===== config.mk =====
export PLATFORM = sky130hd
export DESIGN_NAME = pfa_ram
export DESIGN_NICKNAME = d
export VERILOG_FILES = /design/src/design/pfa_ram.sv
export SDC_FILE = /design/constraint.sdc
export NUM_CORES = 1
export LEC_CHECK = 0
export ABC_AREA = 1
export BUFFER_PORTS_ARGS = -buffer_cell sky130_fd_sc_hd__clkbuf_2
export CORE_ASPECT_RATIO = 0.75
export CORE_MARGIN = 2
export CORE_UTILIZATION = 60
export CTS_BUF_LIST = sky130_fd_sc_hd__clkbuf_4 sky130_fd_sc_hd__clkbuf_8
export DETAILED_ROUTE_END_ITERATION = 12
export PLACE_DENSITY = 0.78
export SYNTH_ARGS = -nofsm -noshare
export SYNTH_HDL_FRONTEND = slang
export SYNTH_SLANG_ARGS = --single-unit

===== constraint.sdc =====
create_clock -name clk -period 1.24 [get_ports clk]
set_input_delay 0.186 -clock clk [delete_from_list [all_inputs] [get_ports clk]]
set_output_delay 0.186 -clock clk [all_outputs]
set_load 0.05 [all_outputs]

===== src/design/pfa_ram.sv =====
// ----------------------------------------------------------------------------
// Generic simple dual-port RAM
// One write port and one read port with registered read data.
// ----------------------------------------------------------------------------
module pfa_ram #(
  parameter int WIDTH = 8,
  parameter int DEPTH = 16
) (
  input  logic                     clk,
  input  logic                     we,
  input  logic [$clog2(DEPTH)-1:0] waddr,
  input  logic [WIDTH-1:0]         wdata,
  input  logic [$clog2(DEPTH)-1:0] raddr,
  output logic [WIDTH-1:0]         rdata
);

  logic [WIDTH-1:0] mem [DEPTH];

  always_ff @(posedge clk) begin
    if (we) begin
      mem[waddr] <= wdata;
    end
    rdata <= mem[raddr];
  end

endmodule


==> metrics.cfg <==
[run_status]
outcome = finished clean

[worst_setup_path]
cpPeakStageDelay_ns = 0.34
crit_buf_inv = 1
cp-start-kind = flip-flop
crit_path_cell_trace = clkbuf_4
path_depth = 1
cp_data_arrival_time_ns = 1.02
worst_ep_required_time_ns = 1.05
crit_start = rdata[5]
r2r-end = rdata[6]
r2r.worst_path.cells = 6
end_kind = primary output
critPathTopFamily = flip-flops
regToRegSetupSlack_ns = 0.22
r2r_start = mem[7][6]
path_class = flip-flop to primary output
cp_max_fo = 1
crit_path_top_delay_cell = dfxtp_1
endpoint = rdata[5]

[power]
internal-power_mw = 7.48
switching_power_mw = 2.17
pwr-share-seq_pct = 53.6
share_comb_of_total_power_pct = 8.1
vdd_drop_max_v = 0.000960
power_density_mw_per_mm2 = 1460
p_sw_share_pct = 22.5
p_leak_nw = 2.90
pwr-share-clk_pct = 38.3
power.total_mw = 9.65

[drt]
vias_per_cell = 5.34
drt_iter0_drc = 495
drc_errors = 0
antenna_left = 0
totalWireLength_um = 12500
wire_per_inst_um = 16.9
vias = 3955
drt-pass1-iter-count = 6

[flow_run]
cap_violations = 0

[clocking]
clockBufferDepth = 2
cts_root_buffer = clkbuf_8
clk_pin_slew_ns = 0.08
cts_buffers = 17
cts_tree = yes
clock_latency_ns = 0.45
h-tree-depth = 4
post_cts_buffers = 0
clock-sinks = 136

[logic_synthesis]
netlist_instances = 551
yosys_warnings = 0
ys_types = 12
ys_seq_area_share_pct = 69.4
syn_avg_cell_area_um2 = 10.5
yosys_register_bits = 136
syn-num-nets = 569
syn-cell-area_mm2 = 0.00577

[cells_and_area]
diodes = 0
nFillCells = 685
utilization_pct = 71.7
drive_above_1_share_pct = 14.2
instances_no_fill = 740
fin_nets = 617
synthToLayoutAreaGrowth_pct = 14.3

[floorplanning]
die_h_um = 88.9
boundaryPins = 26
coreArea_mm2 = 0.00920
die_w_um = 117
die-area_mm2 = 0.0104
initial_core_util_pct = 62.7
placementRows = 30

[placement]
io_buffers = 25
place_inst = 708
dpl.hpwl_um = 7990
dpl_worst_slack_ns = -0.00229
gp_congestion = 0.868

[sta]
skew_ns = 0.0137
rsz0062_at_grt = false
slew_viol_final = 0
fin_ws_ns = 0.0386
finalSetupTns_ns = 0
setup_viol = 0
fmax_mhz = 832
fin_crit_ns = 1.20
max_slew_margin_pct = 70.8
hold_viol_final = 0
worst_slew_pin_slew_ns = 0.438
finalCritPeriodShare_pct = 96.9

[grt]
grt_pass1_wl_um = 19900
grt_overflow_total = 0
grt_pass1_vias = 3711
grt_max_degree = 50
antenna_found_initial = 0
grt_usage_pct = 27.2

[worst_hold_path]
hold_path.class = input port to flip-flop

-- cell usage after synthesis --
library cell	count	area, um2
buf_2	13	65.1
buf_1	1	3.75
inv_2	2	7.51
buf_4	4	30.0
nor2_1	17	63.8
buf_6	6	67.6
dfxtp_1	8	160
nand3b_1	2	15.0
inv_1	100	375
nand3_1	97	485
nand2_1	173	649
edfxtp_1	128	3840
-- repair_timing --
action,in CTS,in global routing
endpoints found under the setup margin,5,6
gates resized for setup,9,8
hold buffers,0,0
-- cells in the final DEF, fill, tap and decap left out --
cell type	netlist	routed
bufinv_16	0	3
nand2_1	173	173
clkbuf_8	0	20
clkinv_2	0	3
buf_4	4	25
nand3b_1	2	2
nand3_1	97	97
dfxtp_2	0	2
inv_1	100	100
clkinv_1	0	2
buf_12	0	4
inv_2	2	2
clkinvlp_4	0	2
dfxtp_1	8	6
edfxtp_1	128	128
clkbuf_4	0	7
nor2_1	17	17
buf_8	0	1
clkbuf_2	0	17
buf_2	13	1
-- state kept, by name (all words and copies together) (netlist names) --
signal,cells
rdata,8
mem,128
-- power groups by stage --
stage / logic (mW) / clock network [mW] / registers, mW
floorplan: 0.363 / 0 / 5.37
global placement: 0.731 / 0 / 5.27
detailed placement: 0.748 / 0 / 5.27
CTS: 0.773 / 3.74 / 5.18
global route: 0.851 / 3.93 / 5.18
finish: 0.780 / 3.69 / 5.18
-- final cells by class --
class	count	area [um2]	share of cell area [%]
Multi-Input combinational cell	289	1210	18.4
Inverter	102	383	5.81
Tap cell	128	160	2.43
Sequential cell	136	4010	60.8
Clock inverter	10	128	1.94
Clock buffer	22	278	4.21
Timing Repair Buffer	53	423	6.42
-- worst min path at each step --
stage          depth (start not counted)  slack [ns]         to  startpoint
2_1_floorplan                          0        0.28  mem[0][0]    wdata[0]
3_3_place_gp                           4        0.63   rdata[7]    raddr[3]
3_5_place_dp                           4        0.62   rdata[6]    raddr[3]
4_1_cts                                4        0.16   rdata[6]    raddr[3]
5_1_grt                                4        0.18   rdata[3]    raddr[3]
6_report                               4        0.18   rdata[6]    raddr[3]
-- per-layer routing --
layer / part of all wire (%) / vias up / GRT usage, % / wire length [um]
li1: - / 1865 / - / -
met1: 43 / 1841 / 39.2 / 5370
met2: 45 / 230 / 40.6 / 5610
met3: 11 / 19 / 7.05 / 1350
met4: 1.5 / 0 / 10.5 / 185
met5: 0 / - / 0 / 0
-- through the flow --
step / cell area [um2] / hold WS, ns
6_report: 6590 / 0.183
4_1_cts: 6580 / 0.155
5_1_grt: 6590 / 0.177
2_1_floorplan: 5770 / 0.285
3_3_place_gp: 6150 / 0.629
3_5_place_dp: 6150 / 0.622
-- cell families (layout without fill, tap and decap cells) --
| logic type | Yosys count | in the layout | synth area share [%] |
|---|---|---|---|
| buffers and inverters | 126 | 187 | 9.52 |
| AND/OR/NAND/NOR | 289 | 289 | 21.0 |
| flip-flops | 136 | 136 | 69.4 |
(Power assumes the default switching activity.)
